**config.mk**
```make
export PLATFORM = sky130hd
export DESIGN_NAME = lru_replacement_tracker_flat
export DESIGN_NICKNAME = d
export VERILOG_FILES = /design/src/rtl/lrut_pkg.sv /design/src/rtl/lrut_ifs.sv /design/src/rtl/lrut_cell.sv /design/src/rtl/lru_replacement_tracker.sv /design/src/flat_wrapper.sv
export SDC_FILE = /design/constraint.sdc
export NUM_CORES = 1
export LEC_CHECK = 0
export ABC_CLOCK_PERIOD_IN_PS = 4400
export BUFFER_PORTS_ARGS = -buffer_cell sky130_fd_sc_hd__buf_4
export CAP_MARGIN = 20
export CORE_ASPECT_RATIO = 0.7
export CORE_MARGIN = 2
export CORE_UTILIZATION = 45
export CTS_CLUSTER_SIZE = 8
export DETAILED_ROUTE_END_ITERATION = 10
export PLACE_DENSITY = 0.72
export SYNTH_ARGS = -nofsm -noshare
export SYNTH_HDL_FRONTEND = slang
export SYNTH_SLANG_ARGS = --single-unit
```
**constraint.sdc**
```tcl
create_clock -name clk -period 4.4 [get_ports clk]
set_input_delay 0.22 -clock clk [delete_from_list [all_inputs] [get_ports clk]]
set_output_delay 0.22 -clock clk [all_outputs]
set_load 0.02 [all_outputs]
```
**src/rtl/lrut_pkg.sv**
```systemverilog
// Shared constants and types for the LRU replacement tracker.
// No dependencies; imported by the channel interfaces, the cell and the top level.
package lrut_pkg;

  // Fixed field widths of the transaction payloads
  localparam int KEY_IN_W = 8;
  localparam int CFG_W    = 5;
  localparam int RES_W    = 5;

  // Default sizing handed to the top level
  localparam int MAX_FRAMES_DEF = 16;
  localparam int KEY_SPACE_DEF  = 256;

  // Register port
  localparam int PADDR_W = 3;
  localparam int PDATA_W = 32;
  localparam logic [PADDR_W-1:0] ADDR_FRAMES = 3'd0;
  localparam logic [CFG_W-1:0]   FRAMES_RST  = 5'd16;

  // Per-reference control broadcast along the cell row
  typedef struct packed {
    logic load;  // a reference is taken this cycle
    logic hit;   // the reference matched a resident key
  } cell_ctl_t;

endpackage

```
**src/rtl/lrut_ifs.sv**
```systemverilog
// Valid/ready channel interfaces for references and results of the tracker.
// Depends on lrut_pkg for the payload widths.
interface lrut_in_if;
  import lrut_pkg::*;

  logic                valid;
  logic                ready;
  logic [KEY_IN_W-1:0] key;

  modport source (output valid, output key, input ready);
  modport sink   (input valid, input key, output ready);
endinterface

interface lrut_out_if;
  import lrut_pkg::*;

  logic                valid;
  logic                ready;
  logic                hit;
  logic                evicted_valid;
  logic [KEY_IN_W-1:0] evicted_key;
  logic [RES_W-1:0]    resident_after;

  modport source (output valid, output hit, output evicted_valid, output evicted_key,
                  output resident_after, input ready);
  modport sink   (input valid, input hit, input evicted_valid, input evicted_key,
                  input resident_after, output ready);
endinterface

```
**src/rtl/lrut_cell.sv**
```systemverilog
// One slot of the recency stack: holds a key and its valid bit, matches it
// against the reference and takes its neighbour's entry when the stack shifts.
// Depends on lrut_pkg for cell_ctl_t.
module lrut_cell #(
  parameter int IDX   = 0,
  parameter int KEY_W = 8,
  parameter int IDX_W = 4
) (
  input  logic                 clk,
  input  logic                 rst_n,
  input  lrut_pkg::cell_ctl_t  ctl,
  input  logic [IDX_W-1:0]     upto,
  input  logic [KEY_W-1:0]     match_key,
  input  logic [KEY_W-1:0]     nb_key,
  input  logic                 nb_valid,
  input  logic                 chain_in,
  output logic                 chain_out,
  output logic [KEY_W-1:0]     key_q,
  output logic                 valid_q
);
  import lrut_pkg::*;

  logic [KEY_W-1:0] key_r;
  logic             valid_r;
  logic             match;
  logic             shift;

  // Match this slot and pass "a match at or above here" down the row
  assign match     = valid_r && (key_r == match_key);
  assign chain_out = match || chain_in;

  // Slot 0 always takes the new key; others shift up to the hit slot,
  // or up to the insertion limit on a miss
  generate
    if (IDX == 0) begin : g_head
      assign shift = ctl.load;
    end else begin : g_body
      assign shift = ctl.load && (ctl.hit ? chain_out : (IDX_W'(IDX) <= upto));
    end
  endgenerate

  // Hold or take the neighbour's entry
  always_ff @(posedge clk) begin
    if (!rst_n) begin
      valid_r <= 1'b0;
    end else if (shift) begin
      valid_r <= nb_valid;
    end
  end

  always_ff @(posedge clk) begin
    if (shift) begin
      key_r <= nb_key;
    end
  end

  assign key_q   = key_r;
  assign valid_q = valid_r;

endmodule

```
**src/rtl/lru_replacement_tracker.sv**
```systemverilog
// Fully associative LRU replacement tracker built as a row of recency cells.
// Result of an accepted reference is offered in the next cycle, from an output register.
// Throughput: one reference per cycle unless the result is stalled; match, eviction and
// the stack shift all complete in the accept cycle across the cell row.
// Reset (synchronous, rst_n low): all slots invalid, resident count zero,
// frame limit 16, no result pending.
module lru_replacement_tracker #(
  parameter int MAX_FRAMES = lrut_pkg::MAX_FRAMES_DEF,
  parameter int KEY_SPACE  = lrut_pkg::KEY_SPACE_DEF
) (
  input  logic                          clk,
  input  logic                          rst_n,
  lrut_in_if.sink                       in_ch,
  lrut_out_if.source                    out_ch,
  input  logic                          psel,
  input  logic                          penable,
  input  logic                          pwrite,
  input  logic [lrut_pkg::PADDR_W-1:0]  paddr,
  input  logic [lrut_pkg::PDATA_W-1:0]  pwdata,
  output logic [lrut_pkg::PDATA_W-1:0]  prdata,
  output logic                          pready
);
  import lrut_pkg::*;

  localparam int IDX_W  = $clog2(MAX_FRAMES);
  localparam int CNT_W  = $clog2(MAX_FRAMES + 1);
  localparam int KS_W   = $clog2(KEY_SPACE);
  localparam int KEY_W  = (KS_W < KEY_IN_W) ? KS_W : KEY_IN_W;
  localparam int CMP_W  = (CNT_W > CFG_W) ? CNT_W : CFG_W;
  localparam int RED_W  = 16;
  localparam logic [RED_W-1:0] KS_C  = RED_W'(KEY_SPACE);
  localparam logic [CMP_W-1:0] MAX_C = CMP_W'(MAX_FRAMES);

  // Configuration register
  logic [CFG_W-1:0] frames_r;

  assign pready = 1'b1;

  always_ff @(posedge clk) begin
    if (!rst_n) begin
      frames_r <= FRAMES_RST;
    end else if (psel && penable && pwrite && (paddr == ADDR_FRAMES)) begin
      frames_r <= pwdata[CFG_W-1:0];
    end
  end

  always_comb begin
    prdata = '0;
    if (paddr == ADDR_FRAMES) begin
      prdata = PDATA_W'(frames_r);
    end
  end

  // Channel handshake: take a reference while the output register is free or draining
  logic out_valid_r;
  logic accept;

  assign in_ch.ready = !out_valid_r || out_ch.ready;
  assign accept      = in_ch.valid && in_ch.ready;

  // Reduce the key into the key space by restoring subtraction
  logic [RED_W-1:0] red;
  logic [KEY_W-1:0] key_k;

  always_comb begin
    red = RED_W'(in_ch.key);
    for (int j = 3; j >= 0; j--) begin
      if (red >= (KS_C << j)) begin
        red = red - (KS_C << j);
      end
    end
    key_k = red[KEY_W-1:0];
  end

  // Resident count and frame limit
  logic [CNT_W-1:0] count_r;
  logic [CNT_W-1:0] count_nxt;
  logic [CMP_W-1:0] limit;
  logic [CMP_W-1:0] count_ext;
  logic             evict;
  logic [CNT_W-1:0] count_m;
  logic [IDX_W-1:0] upto;
  logic [IDX_W-1:0] last_idx;

  always_comb begin
    limit = CMP_W'(frames_r);
    if (frames_r == '0) begin
      limit = CMP_W'(1);
    end else if (limit > MAX_C) begin
      limit = MAX_C;
    end
  end

  assign count_ext = CMP_W'(count_r);
  assign evict     = (count_ext >= limit) && (count_r != '0);
  assign count_m   = evict ? (count_r - CNT_W'(1)) : count_r;
  assign upto      = (count_m >= CNT_W'(MAX_FRAMES - 1)) ? IDX_W'(MAX_FRAMES - 1)
                                                         : count_m[IDX_W-1:0];
  assign last_idx  = IDX_W'(count_r - CNT_W'(1));

  // Cell row
  logic [MAX_FRAMES:0] chain;
  logic [KEY_W-1:0]    cell_key   [MAX_FRAMES];
  logic                cell_valid [MAX_FRAMES];
  cell_ctl_t           ctl;
  logic                hit;

  assign chain[MAX_FRAMES] = 1'b0;
  assign hit               = chain[0];
  assign ctl.load          = accept;
  assign ctl.hit           = hit;

  generate
    for (genvar i = 0; i < MAX_FRAMES; i++) begin : g_cell
      logic [KEY_W-1:0] nb_key;
      logic             nb_valid;
      if (i == 0) begin : g_src_new
        assign nb_key   = key_k;
        assign nb_valid = 1'b1;
      end else begin : g_src_nb
        assign nb_key   = cell_key[i-1];
        assign nb_valid = cell_valid[i-1];
      end
      lrut_cell #(
        .IDX   (i),
        .KEY_W (KEY_W),
        .IDX_W (IDX_W)
      ) u_cell (
        .clk       (clk),
        .rst_n     (rst_n),
        .ctl       (ctl),
        .upto      (upto),
        .match_key (key_k),
        .nb_key    (nb_key),
        .nb_valid  (nb_valid),
        .chain_in  (chain[i+1]),
        .chain_out (chain[i]),
        .key_q     (cell_key[i]),
        .valid_q   (cell_valid[i])
      );
    end
  endgenerate

  // Advance the resident count
  assign count_nxt = hit ? count_r : (CNT_W'(upto) + CNT_W'(1));

  always_ff @(posedge clk) begin
    if (!rst_n) begin
      count_r <= '0;
    end else if (accept) begin
      count_r <= count_nxt;
    end
  end

  // Result register
  logic                hit_r;
  logic                ev_valid_r;
  logic [KEY_IN_W-1:0] ev_key_r;
  logic [RES_W-1:0]    res_after_r;

  always_ff @(posedge clk) begin
    if (!rst_n) begin
      out_valid_r <= 1'b0;
    end else if (accept) begin
      out_valid_r <= 1'b1;
    end else if (out_ch.ready) begin
      out_valid_r <= 1'b0;
    end
  end

  always_ff @(posedge clk) begin
    if (accept) begin
      hit_r       <= hit;
      ev_valid_r  <= !hit && evict;
      ev_key_r    <= (!hit && evict) ? KEY_IN_W'(cell_key[last_idx]) : '0;
      res_after_r <= RES_W'(count_nxt);
    end
  end

  assign out_ch.valid          = out_valid_r;
  assign out_ch.hit            = hit_r;
  assign out_ch.evicted_valid  = ev_valid_r;
  assign out_ch.evicted_key    = ev_key_r;
  assign out_ch.resident_after = res_after_r;

endmodule
```
**src/flat_wrapper.sv**
```systemverilog
// flat-port wrapper written by rule: the top's interface ports become plain ports
module lru_replacement_tracker_flat import lrut_pkg::*;
#(
  parameter int MAX_FRAMES = lrut_pkg::MAX_FRAMES_DEF,
  parameter int KEY_SPACE  = lrut_pkg::KEY_SPACE_DEF
)
  (clk, rst_n, psel, penable, pwrite, paddr, pwdata, prdata, pready, in_ch_valid, in_ch_key, in_ch_ready, out_ch_valid, out_ch_hit, out_ch_evicted_valid, out_ch_evicted_key, out_ch_resident_after, out_ch_ready);
  lrut_in_if in_ch_i ();
  lrut_out_if out_ch_i ();
  input  logic clk;
  input  logic rst_n;
  input  logic psel;
  input  logic penable;
  input  logic pwrite;
  input  logic [lrut_pkg::PADDR_W-1:0] paddr;
  input  logic [lrut_pkg::PDATA_W-1:0] pwdata;
  output logic [lrut_pkg::PDATA_W-1:0] prdata;
  output logic pready;
  input wire logic [$bits(in_ch_i.valid)-1:0] in_ch_valid;
  input wire logic [$bits(in_ch_i.key)-1:0] in_ch_key;
  output wire logic [$bits(in_ch_i.ready)-1:0] in_ch_ready;
  output wire logic [$bits(out_ch_i.valid)-1:0] out_ch_valid;
  output wire logic [$bits(out_ch_i.hit)-1:0] out_ch_hit;
  output wire logic [$bits(out_ch_i.evicted_valid)-1:0] out_ch_evicted_valid;
  output wire logic [$bits(out_ch_i.evicted_key)-1:0] out_ch_evicted_key;
  output wire logic [$bits(out_ch_i.resident_after)-1:0] out_ch_resident_after;
  input wire logic [$bits(out_ch_i.ready)-1:0] out_ch_ready;
  assign in_ch_i.valid = in_ch_valid;
  assign in_ch_i.key = in_ch_key;
  assign in_ch_ready = in_ch_i.ready;
  assign out_ch_valid = out_ch_i.valid;
  assign out_ch_hit = out_ch_i.hit;
  assign out_ch_evicted_valid = out_ch_i.evicted_valid;
  assign out_ch_evicted_key = out_ch_i.evicted_key;
  assign out_ch_resident_after = out_ch_i.resident_after;
  assign out_ch_i.ready = out_ch_ready;
  lru_replacement_tracker #(.MAX_FRAMES(MAX_FRAMES), .KEY_SPACE(KEY_SPACE)) u_core (.clk(clk), .rst_n(rst_n), .in_ch(in_ch_i), .out_ch(out_ch_i), .psel(psel), .penable(penable), .pwrite(pwrite), .paddr(paddr), .pwdata(pwdata), .prdata(prdata), .pready(pready));
endmodule
```
[Yosys cells after proc, flatten, opt, wreduce, memory -nomap -nowiden]
Cells that the tools add are included.
Storage, ports and cells
  output and inout port bits: 50
  input port bits: 50
  register bits: 170
  logic and storage cells: 162
Cells by class
  $add $sub $neg: 2
  equal/unequal tests: 16
  multiplexer cells: 26
  magnitude comparators: 19
  bitwise gates (word level): 1
  reductions and logical operators: 59
Operators with widths (count)
  $eq A8 B8 Y1: 16
  $logic_and A1 B1 Y1: 37
  $bmux W8 S4: 1
  $le A4 B4 Y1 const A: 8
  $mux W5: 5
  $mux W1: 17
  $le A3 B4 Y1 const A: 4
  $logic_or A1 B1 Y1: 16
  $mux W8: 2
  $le A2 B4 Y1 const A: 2
  $add A4 B1 Y5 const B: 1
  $ge A5 B4 Y1 const B: 1
  $ge A5 B5 Y1: 1
  $ge A5 B5 Y1 const B: 1
  $gt A5 B5 Y1 const B: 1
  $logic_not A5 Y1: 1
  $not A4 Y5: 1
  $reduce_bool A5 Y1: 1
  $sub A5 B1 Y5 const B: 1
  $le A1 B4 Y1 const A: 1
  $mux W4: 1
  $logic_not A3 Y1: 1
  $logic_not A1 Y1: 2
  $reduce_bool A2 Y1: 1

[Logic depth before layout (Yosys ltp)]
  word-level depth: 19
  depth in mapped cells: 17
  mapped depth without buffers: 17

[Cells and area by module]
Synthesis repeated with hierarchy kept, for this count alone.
Unflattened totals
  cells, all modules: 714
  area, all modules: 9247.6 µm²
Modules (own cells, without submodules)
  lru_replacement_tracker: cells an instance 249, area an instance 2721.4 µm², sequential area each 670.6 µm², times used 1
  lrut_cell (u_core.g_cell[10].u_cell ...): cells an instance 31, area an instance 412.9 µm², sequential area each 260.2 µm², times used 3
  lrut_cell (u_core.g_cell[13].u_cell ...): cells an instance 31, area an instance 414.1 µm², sequential area each 260.2 µm², times used 2
  lrut_cell (u_core.g_cell[6].u_cell ...): cells an instance 28, area an instance 399.1 µm², sequential area each 260.2 µm², times used 2
  lrut_cell (u_core.g_cell[8].u_cell): cells an instance 29, area an instance 430.4 µm², sequential area each 260.2 µm², times used 1
  lrut_cell (u_core.g_cell[14].u_cell): cells an instance 30, area an instance 416.6 µm², sequential area each 260.2 µm², times used 1
  lrut_cell (u_core.g_cell[12].u_cell): cells an instance 30, area an instance 415.4 µm², sequential area each 260.2 µm², times used 1
  lrut_cell (u_core.g_cell[4].u_cell): cells an instance 28, area an instance 412.9 µm², sequential area each 260.2 µm², times used 1
  lrut_cell (u_core.g_cell[11].u_cell): cells an instance 31, area an instance 407.9 µm², sequential area each 260.2 µm², times used 1
  lrut_cell (u_core.g_cell[3].u_cell): cells an instance 28, area an instance 405.4 µm², sequential area each 260.2 µm², times used 1
  lrut_cell (u_core.g_cell[1].u_cell): cells an instance 28, area an instance 404.1 µm², sequential area each 260.2 µm², times used 1
  lrut_cell (u_core.g_cell[5].u_cell): cells an instance 28, area an instance 400.4 µm², sequential area each 260.2 µm², times used 1
  lrut_cell (u_core.g_cell[0].u_cell): cells an instance 22, area an instance 367.9 µm², sequential area each 260.2 µm², times used 1

[Least setup slack after synthesis]
OpenSTA, ideal clock, no wires.
  path type: flip-flop to flip-flop
  from: reg u_core.count_r[0], in the netlist u_core.count_ext[0]
  to: reg u_core.g_cell[6].u_cell.key_r[0], enable pin
  period minus slack after synthesis: 4.249 ns
  slack: 0.151 ns
  setup time: 0.382 ns
  required time: 4.018 ns
  buffers on the path: 2
  arrival time: 3.867 ns
  stages on the path, launching flop included: 16
  path through: dfxtp_1 -> buf_2 -> clkbuf_1 -> inv_1 -> ha_1 -> nor2b_1 -> o21ai_1 -> a21bo_2 -> a311o_1 -> a22oi_1 -> and2_1 -> ha_1 -> or2_2 -> a21oi_1 -> or3b_1 -> a31oi_1
On the way
  word-level cells in the longest chain between the ends: 8
  elaborated cells on any way between the ends: 10
  classes of those cells: 1 x add/sub; 3 x order compare; 3 x mux; 3 x reduce/logical
Ends and longest elaborated chain
  start: declaration: RTL line lru_replacement_tracker.sv:76  | logic [CNT_W-1:0] count_r;
  start signal: assignment: RTL line lru_replacement_tracker.sv:151  | count_r <= count_nxt;
  $ge A5 B5 Y1 / $reduce_bool A5 Y1 (equally long branches): RTL line lru_replacement_tracker.sv:95  | assign evict = (count_ext >= limit) && (count_r != '0);
  $logic_and A1 B1 Y1: RTL line lru_replacement_tracker.sv:95
  $mux W5 (*): RTL line lru_replacement_tracker.sv:96  | assign count_m = evict ? (count_r - CNT_W'(1)) : count_r;
  $ge A5 B4 Y1: RTL line lru_replacement_tracker.sv:97  | assign upto = (count_m >= CNT_W'(MAX_FRAMES - 1)) ? IDX_W'(MAX_FRAMES - 1)
  $mux W4 (*): RTL line lru_replacement_tracker.sv:97
  $le A3 B4 Y1 (*): RTL line lrut_cell.sv:38  | assign shift = ctl.load && (ctl.hit ? chain_out : (IDX_W'(IDX) <= upto));
  $mux W1 (*): RTL line lrut_cell.sv:38
  $logic_and A1 B1 Y1 (*): RTL line lrut_cell.sv:38
  named net u_core.g_cell[6].u_cell.shift: RTL line lrut_cell.sv:26  | logic shift;
  end signal: assignment: RTL line lrut_cell.sv:53  | key_r <= nb_key;
  end: declaration: RTL line lrut_cell.sv:23  | logic [KEY_W-1:0] key_r;
The timed path passes the listed nets; every way through them passes the cells marked *.
A chain may end at the register's enable or synchronous reset.

[Worst setup path after layout]
  from: reg u_core.frames_r[4]
  to: reg u_core.g_cell[10].u_cell.key_r[5], enable pin
On the way
  word-level cells in the longest chain between the ends: 11
  elaborated cells on any way between the ends: 12
  classes of those cells: 4 x order compare; 5 x mux; 3 x reduce/logical
Ends and longest elaborated chain
  start: declaration: RTL line lru_replacement_tracker.sv:35  | logic [CFG_W-1:0] frames_r;
  start signal: assignment: RTL line lru_replacement_tracker.sv:43  | frames_r <= pwdata[CFG_W-1:0];
  $gt A5 B5 Y1: RTL line lru_replacement_tracker.sv:89  | end else if (limit > MAX_C) begin
  $mux W5: RTL line lru_replacement_tracker.sv:89
  $mux W5 (*): RTL line lru_replacement_tracker.sv:87  | if (frames_r == '0) begin
  $ge A5 B5 Y1 (*): RTL line lru_replacement_tracker.sv:95
  $logic_and A1 B1 Y1 (*): RTL line lru_replacement_tracker.sv:95
  $mux W5 (*): RTL line lru_replacement_tracker.sv:96
  $ge A5 B4 Y1: RTL line lru_replacement_tracker.sv:97
  $mux W4 (*): RTL line lru_replacement_tracker.sv:97
  $le A4 B4 Y1 (*): RTL line lrut_cell.sv:38
  $mux W1 (*): RTL line lrut_cell.sv:38
  $logic_and A1 B1 Y1 (*): RTL line lrut_cell.sv:38
  named net u_core.g_cell[10].u_cell.shift: RTL line lrut_cell.sv:26
  end signal: assignment: RTL line lrut_cell.sv:53
  end: declaration: RTL line lrut_cell.sv:23
Marks and branches as above.

==> flow_metrics.env <==
export IMPL_status="finished, final reports clean"
export IMPL_yosysUniqueCellTypes=66
export IMPL_setup_viol=0
export IMPL_ff2ff_path_depth=14
export IMPL_final_cell_mix="edfxtp_1 (143), xnor2_1 (89), buf_4 (52)"
export IMPL_min_from="pwdata[4]"
export IMPL_netlist_instances=682
export IMPL_synthesis_area_mm2=0.00912
export IMPL_cts_tree="yes"
export IMPL_crit_type="flip-flop to flip-flop"
export IMPL_pre_cts_slack_ns=0.530
export IMPL_combPwrFrac_pct=14.7
export IMPL_cp_data_required_time_ns=4.44
export IMPL_syn_to_final_growth_pct=10.4
export IMPL_route_met2_wl_mm=9.32
export IMPL_synth_edf_count=143
export IMPL_timing_hold_violations_final=0
export IMPL_power_switching_w=0.00103
export IMPL_worstSkewPairLatency_ns=0.43
export IMPL_crit_reg2reg_launch="u_core.frames_r[4]"
export IMPL_cp_max_fo=9
export IMPL_layout_nets=775
export IMPL_dieArea_mm2=0.0214
export IMPL_fmax_mhz=248
export IMPL_async_flop_share_pct=0
export IMPL_power_frac_seq_pct=47.4
export IMPL_worstSetupEndpointType="flip-flop"
export IMPL_num_vias=5694
export IMPL_numPortBuffers=44
export IMPL_top_layer="met4"
export IMPL_synthFlopType="edfxtp_1"
export IMPL_placed_cell_area_mm2=0.00950
export IMPL_final_area_mm2=0.0101
export IMPL_dieWidth_um=174
export IMPL_yosysWarnings=0
export IMPL_rsz0062_at_grt="no"
export IMPL_grt_overflow=0
export IMPL_path_buf_inv=2
export IMPL_fin_cells=1000
export IMPL_hold_path_class="input pin to flip-flop"
export IMPL_fin_crit_ns=4.03
export IMPL_wl_met1_mm=9.27
export IMPL_slew_violations=0
export IMPL_post_place_cells=968
export IMPL_startpoint_type="flip-flop"
export IMPL_htree_levels=4
export IMPL_worst_pin_slew_ns=1.03
export IMPL_rr_endpoint="u_core.g_cell[10].u_cell.key_q[5]"
export IMPL_clock_skew_ns=0.0110
export IMPL_p_clk_share_pct=38.0
export IMPL_cp_top_family="compound AO/OA/AOI/OAI gates"
export IMPL_wl_per_cell_um=20.5
export IMPL_timing_max_slew_rel_slack_pct=31.1
export IMPL_dr_pass1_iters=6
export IMPL_path_cells="inv_1, nand2_1, ha_1, nand2_1, o21ai_1, a21boi_1, o21bai_1, a22oi_2, and2_1, inv_1, ha_1, or2_2, o41ai_1, a21oi_1"
export IMPL_place_congestion=0.940
export IMPL_drcViolationCount=0
export IMPL_worst_slack_ns=0.370
export IMPL_layout_commonest_cell="edfxtp_1"
export IMPL_ys_ff_latch=170
export IMPL_cts_root_buf="clkbuf_16"
export IMPL_synth_area_per_cell_um2=13.4
export IMPL_grt_start_max_net_pins=40
export IMPL_p_sw_share_pct=26.8
export IMPL_drv_cap=0
export IMPL_cts_sinks=170
export IMPL_fp_row_count=43
export IMPL_antennaDiodeCount=0
export IMPL_totalWireLength_mm=20.5
export IMPL_fp_coreArea_mm2=0.0199
export IMPL_grt_pass1_vias=5479
export IMPL_critPathArrivalTime_ns=4.07
export IMPL_leakage_nw=3.49
export IMPL_max_stage_delay_ns=0.83
export IMPL_cts_resized=0
export IMPL_yosysSeqAreaShare_pct=53.0
export IMPL_drtIter0Drc=726
export IMPL_p_int_w=0.00282
export IMPL_clk_path_buf_depth=2
export IMPL_cts_buffers=17
export IMPL_postRouteAntennaNets=0
export IMPL_holdWs_ns=0.0227
export IMPL_period_share_pct=91.6
export IMPL_globalRouteTotalUtil_pct=19.7
export IMPL_post_cts_buffers=0
export IMPL_dp_hpwl_mm=15.3
export IMPL_p_per_area_mw_per_mm2=383
export IMPL_cts_hold_buffers=0
export IMPL_fill_cells=1677
export IMPL_io_pins=100
export IMPL_fin_setup_tns_ns=0
export IMPL_r2r_slack_ns=0.37
export IMPL_routed_via_density=5.69
export IMPL_antenna_found_initial=0
export IMPL_worst_path_max_delay_cell="a21oi_1"
export IMPL_peakVddDrop_mv=0.196
export IMPL_critPathLaunch="u_core.frames_r[4]"
export IMPL_wl_met3_mm=1.74
export IMPL_initial_core_util_pct=45.9
export IMPL_die_height_um=123
export IMPL_min_path_cells=3
export IMPL_path_clk_slew_ns=0.07
export IMPL_drive_gt1_share_pct=19.9
export IMPL_grt_first_pass_wirelength_mm=31.6
export IMPL_whs_endpoint="u_core.frames_r[4]"
==> how the worst max path moves through the flow <==
stage,depth (start not counted),to
6_report,14,u_core.g_cell[10].u_cell.key_q[5]
5_1_grt,14,u_core.g_cell[10].u_cell.key_q[5]
4_1_cts,14,u_core.g_cell[10].u_cell.key_q[7]
3_5_place_dp,14,u_core.g_cell[10].u_cell.key_q[2]
3_3_place_gp,15,u_core.g_cell[2].u_cell.key_q[3]
2_1_floorplan,15,u_core.g_cell[6].u_cell.key_q[0]
==> cells in the mapped netlist, types with 13 or more instances <==
cell type | n | share of area, %
buf_4 | 34 | 2.8
dfxtp_1 | 27 | 5.9
nand2_1 | 45 | 1.9
mux4_2 | 40 | 9.9
nand4_1 | 17 | 1.2
mux2i_1 | 21 | 2.3
a21oi_1 | 15 | 0.82
nor3_1 | 19 | 1.0
xor2_1 | 42 | 4.0
edfxtp_1 | 143 | 47
nand3_1 | 13 | 0.71
xnor2_1 | 89 | 8.5
inv_1 | 15 | 0.62
nor2_1 | 22 | 0.91
==> power by group through the flow <==
stage | clock, W | combinational (W) | sequential [W]
after floorplan | 0 | 0.000422 | 0.00186
final | 0.00146 | 0.000567 | 0.00183
after global placement | 0 | 0.000551 | 0.00186
after detailed placement | 0 | 0.000561 | 0.00186
after CTS | 0.00148 | 0.000564 | 0.00183
after global routing | 0.00155 | 0.000602 | 0.00183
==> routing by layer <==
metal  vias to the layer above  track usage [%]
li1                       2541                -
met1                      2864             28.6
met2                       268             30.7
met3                        21             4.12
met4                         0             4.20
met5                         -                0
==> registers in the layout (all words and copies together), names as in the netlist <==
name,cells
u_core.count_ext,5
u_core.frames_r,5
u_core.g_cell.u_cell.key_q,128
u_core.g_cell.u_cell.valid_q,16
u_core.out_ch.evicted_key,8
u_core.out_ch.evicted_valid,1
u_core.out_ch.hit,1
u_core.out_ch.resident_after,5
u_core.out_ch.valid,1
==> worst reg2reg max path, cell delays in order (launching register included) <==
cell,delay [ns]
dfxtp_1,0.33
inv_1,0.15
nand2_1,0.08
ha_1,0.29
nand2_1,0.06
o21ai_1,0.32
a21boi_1,0.21
o21bai_1,0.46
a22oi_2,0.17
and2_1,0.23
inv_1,0.07
ha_1,0.20
or2_2,0.16
o41ai_1,0.07
a21oi_1,0.83
==> layout make-up <==
cell class	instances	area (µm²)	area share (%)
clock buffers	18	429	4.26
clock inverters	14	135	1.34
inverters	15	56.3	0.559
multi-input cells	461	3880	38.6
flip-flops and latches	170	4840	48.0
well taps	270	338	3.36
repair buffers	52	390	3.88
==> cells by family (layout without fill, tap and decap cells) <==
family / Yosys count / in the layout / share of synthesized area (%)
AOI/OAI and AO/OA: 58 / 58 / 4.77
xor gates and xnor gates: 132 / 132 / 12.8
adders and majority gates: 8 / 8 / 1.10
buffers and inverters: 77 / 99 / 5.57
DFF: 170 / 170 / 53.0
muxes: 64 / 64 / 12.6
other: 2 / 28 / 0.0823
and+or+nand+nor: 171 / 171 / 10.2
==> per-stage QoR <==
step	total power (W)	util, %
floorplan	0.00228	-
global placement	0.00241	47.8
detailed placement	0.00242	47.8
CTS	0.00387	50.7
global route	0.00398	50.7
finish	0.00386	50.7
(Power assumes the default switching activity.)
